`src/rtl/core/pbrk_pkg.sv`:
```
// Shared types and constants for the paced byte ring with keepalive.
package pbrk_pkg;

    localparam int unsigned MIN_GAP_W = 20;
    localparam int unsigned KA_TIMEOUT_W = 27;
    localparam int unsigned CFG_DATA_W = 27;
    localparam int unsigned DROP_W = 32;
    localparam int unsigned TIME_W = 64;

    localparam logic [1:0] OP_PUSH = 2'd0;
    localparam logic [1:0] OP_PACE = 2'd1;
    localparam logic [1:0] OP_SEEN = 2'd2;
    localparam logic [1:0] OP_RESTART = 2'd3;

    localparam logic [1:0] CFG_MIN_GAP = 2'd0;
    localparam logic [1:0] CFG_KA_ENABLE = 2'd1;
    localparam logic [1:0] CFG_KA_TIMEOUT = 2'd2;

    localparam logic [MIN_GAP_W-1:0] MIN_GAP_RST = 20'd520;
    localparam logic [KA_TIMEOUT_W-1:0] KA_TIMEOUT_RST = 27'd100000;

    localparam logic [7:0] START_MARK = 8'h87;
    localparam logic [7:0] KEEPALIVE_BYTE = 8'h00;

    typedef struct packed {
        logic [7:0]        out_byte;
        logic              is_keepalive;
        logic              last_of_run;
        logic [DROP_W-1:0] drops_so_far;
    } pbrk_result_t;

endpackage

```
`src/rtl/core/pbrk_out_stage.sv`:
```
// Output holding register between the pacing sequencer and the result channel.
module pbrk_out_stage
    import pbrk_pkg::*;
(
    input  logic         clk,
    input  logic         rst_n,
    input  logic         push,
    input  pbrk_result_t item,
    output logic         can_take,
    output logic         out_valid,
    input  logic         out_stall,
    output pbrk_result_t out_item
);

    logic         valid_reg;
    pbrk_result_t item_reg;

    assign can_take = !valid_reg || !out_stall;

    always_ff @(posedge clk or negedge rst_n)
    begin
        if (!rst_n)
        begin
            valid_reg <= 1'b0;
        end
        else if (can_take)
        begin
            valid_reg <= push;
        end
    end

    always_ff @(posedge clk)
    begin
        if (push && can_take)
        begin
            item_reg <= item;
        end
    end

    assign out_valid = valid_reg;
    assign out_item  = item_reg;

endmodule

```
`config.mk`:
```
export PLATFORM = sky130hd
export DESIGN_NAME = pbrk_out_stage
export DESIGN_NICKNAME = d
export VERILOG_FILES = /design/src/rtl/core/pbrk_pkg.sv /design/src/rtl/core/pbrk_out_stage.sv
export SDC_FILE = /design/constraint.sdc
export NUM_CORES = 1
export LEC_CHECK = 0
export BUFFER_PORTS_ARGS = -buffer_cell sky130_fd_sc_hd__buf_2
export CAP_MARGIN = 20
export CORE_UTILIZATION = 25
export CTS_BUF_LIST = sky130_fd_sc_hd__clkbuf_4
export DETAILED_ROUTE_END_ITERATION = 7
export GPL_TIMING_DRIVEN = 0
export PLACE_DENSITY_LB_ADDON = 0.3
export SYNTH_ARGS = -nofsm -noshare
export SYNTH_HDL_FRONTEND = slang
export SYNTH_SLANG_ARGS = --single-unit
```
`constraint.sdc`:
```
create_clock -name clk -period 2.3 [get_ports clk]
set_input_delay 0.23 -clock clk [delete_from_list [all_inputs] [get_ports clk]]
set_output_delay 0.23 -clock clk [all_outputs]
set_load 0.02 [all_outputs]
```
==> results by group <==
Outcome
  • Outcome: completed

STA
  • Worst setup margin: 0.680 ns
  • Total Neg Setup Slack: 0 ns
  • Final Max Tran Viols: 0
  • Number of hold-slack violations in the final timing report: 0
  • Pin slew with the least headroom to its limit: 0.760 ns
  • Worst max-slew margin expressed relative to the limit: 49.2%
  • Max Freq: 617 MHz
  • Setup repair after global routing missed its margin: false
  • Clock period minus final worst setup slack: 1.62 ns
  • Setup-failing EPs final: 0
  • Share of the clock period used by the worst path after layout: 70.5%
  • Max Clock Skew: 0.00893 ns

Routing
  • Final wirelength: 2540 microns
  • Via count: 832
  • First-pass iteration count of the detailed router: 4
  • Via count normalized by instance count: 3.92
  • Post-detailed-route wirelength per cell: 12.0 microns
  • Post-DRT Antenna Nets: 0
  • DRC errors left: 0
  • DRT iter0 DRCs: 29

Final layout
  • Non-filler cells, final: 212
  • Fill cell count: 490
  • Antenna fix cells: 0
  • Count of nets after finishing: 190
  • Layout area overhead: 50.2%
  • Final Instance Area: 0.00197 sq mm
  • Layout cell share with drive strength beyond 1: 68.3%

Flow run
  • MaxCap Viol Count: 0

Power
  • Design Power: 1.56 mW
  • Leakage power figure: 0.835 nW
  • Peak ir drop on the vdd network: 0.378 mV
  • Power density of the placed cells: 791 mW/mm^2

CTS
  • Clock root buffer master: clkbuf_4
  • Count of H-tree levels built during CTS: 2
  • CTS clock-pin slew for the worst setup and hold paths: 0.12 ns
  • Number of hold buffers added after cts: 1
  • Inserted Clock Buffers: 5
  • Max Root-Sink Buffers: 2
  • Clock tree from TritonCTS: done
  • Buffers inserted by post-CTS timing repair: 0
  • Number of instances resized during post-cts repair: 0
  • Clock sink count: 43
  • Clock latency on the worst-skew pair: 0.34 ns

Worst setup path
  • Worst setup path startpoint: out_valid$_DFFE_PN0P_
  • Data arrival at the endpoint of the critical path: 1.68 ns
  • Worst reg2reg path depth: 2
  • Critical Path Sink: out_item[8]$_DFFE_PP_
  • Crit. End Element: flop
  • Total number of cells along the worst setup path: 2
  • Buffers plus inverters on the worst setup path: 1
  • Highest fanout seen on the critical path: 22
  • WS Path Type: reg2reg
  • Critical Path Slowest Stage Cell: a21boi_4
  • Register-to-Register Setup Slack: 0.68 ns
  • Reg-to-reg critical path startpoint: out_valid$_DFFE_PN0P_
  • Slowest Stage Delay on Critical Path: 0.64 ns
  • Startpoint Class: flop
  • Required time of the worst setup path: 2.36 ns
  • Endpoint of the worst register-to-register path: out_item[8]$_DFFE_PP_
  • Kind of cell adding the most delay to the critical path: compound AO/OA/AOI/OAI gates
  • Cell-by-cell trace of the critical path: a21boi_4 -> buf_16

Placement
  • Post-detail-place hpwl: 1920 microns
  • Number of instances in the placed design: 203
  • Pre-CTS worst setup slack: 0.661 ns
  • GPL Wtd Cong: 0.667
  • I/O Buffers: 89
  • Standard cell area after detailed placement: 0.00187 sq mm

Synthesis
  • Leading cell type by number of instances after synthesis: edfxtp_1
  • Flop and latch count out of synthesis: 43
  • Ranking of synthesized cells by area: edfxtp_1 96%, dfrtp_1 1.9%, a21boi_2 0.86%
  • Total nets after synthesis: 92
  • Proportion of netlist area held by the largest area contributor: 96.4%
  • Number of synthesized flops with an enable pin: 42
  • Share of synthesized flip-flops with an asynchronous set or reset: 2.33%
  • Most instantiated cells after synthesis: 42 x edfxtp_1, 1 x a21boi_2, 1 x a21o_1, 1 x dfrtp_1, 1 x nand2_1
  • Count of warnings emitted by yosys: 0
  • Post-synthesis cell type with the largest combined area: edfxtp_1
  • Distinct cell type count after synthesis: 5
  • Per-instance average area after synthesis: 28.5 sq um
  • Mapped Area: 0.00131 sq mm
  • Part of the Yosys area used for sequential elements: 98.3%
  • Most frequently used flop master after synthesis: edfxtp_1
  • Cell count after synthesis: 46

Global route
  • Maximum number of pins on one net before global-route repair: 23
  • Global-route wire length before repair: 3590 microns
  • Grt total ovfl: 0
  • Number of antenna violations at the first check in global routing: 0
  • Vias in the first global route: 830
  • Overall Global Routing Usage: 9.44%

Worst hold path
  • Path category of the worst min-delay check: in2reg

Die
  • I/O pin count: 90
  • Total die area: 0.00553 sq mm
  • Initial cell density of the core: 26.8%
  • Core area: 0.00488 sq mm
  • Vertical extent of the die: 74.4 microns
  • Die width: 74.4 microns
  • FP Rows: 25
## flip-flops by register name, indices dropped and copies added, names as in the netlist
register and cells:
out_item 42, out_valid 1
## power breakdown
part           leakage [nW]  switching [mW]  internal (mW)
Sequential            0.411          0.0115          0.911
Clock                0.0419           0.230          0.241
Combinational         0.382          0.0986         0.0637
## how the worst min path moves through the flow
stage               depth (start not counted)                      to      from
floorplan                                   0   out_valid$_DFFE_PN0P_     rst_n
global placement                            1   out_valid$_DFFE_PN0P_     rst_n
detailed placement                          1   out_valid$_DFFE_PN0P_     rst_n
CTS                                         1  out_item[31]$_DFFE_PP_  item[31]
global route                                1  out_item[31]$_DFFE_PP_  item[31]
finish                                      1  out_item[39]$_DFFE_PP_  item[39]
## placed cells by master (no fill, tap or decap)
cell / instances
bufinv_16: 1
buf_16: 1
buf_2: 89
edfxtp_1: 42
clkinvlp_4: 1
a21o_1: 1
dfrtp_1: 1
nand2_1: 1
dlygate4sd3_1: 1
clkbuf_4: 6
a21boi_4: 1
## stage by stage
| step | hold WS (ns) | util, % |
|---|---|---|
| floorplan | -0.0656 | - |
| global placement | 0.00483 | 37.7 |
| detailed placement | 0.00609 | 38.4 |
| CTS | 0.0276 | 40.3 |
| global route | 0.0183 | 40.3 |
| finish | 0.0558 | 40.3 |
## layer usage
metal  track usage, %  up-vias  part of all wire (%)
met1             8.05      391                    33
met2             16.8       57                    54
met3             5.56        4                    11
met5                0        -                     0
met4             5.66        0                   1.6
li1                 -      380                     -
## logic make-up (layout without fill, tap and decap cells)
group | Yosys count | in the layout | synth area share, %
flops | 43 | 43 | 98.3
simple gates | 1 | 1 | 0.287
compound gates | 2 | 2 | 1.43
buf+inv | 0 | 99 | 0
## area by class of cell
| class | instances | area, sq um | share of cell area (%) |
|---|---|---|---|
| tap | 67 | 83.8 | 4.26 |
| clock inverter | 2 | 37.5 | 1.91 |
| multi-input combinational | 3 | 30.0 | 1.53 |
| timing repair buffer | 91 | 483 | 24.6 |
| clock buffer | 6 | 45.0 | 2.29 |
| sequential | 43 | 1290 | 65.4 |
(Power assumes the default switching activity.)
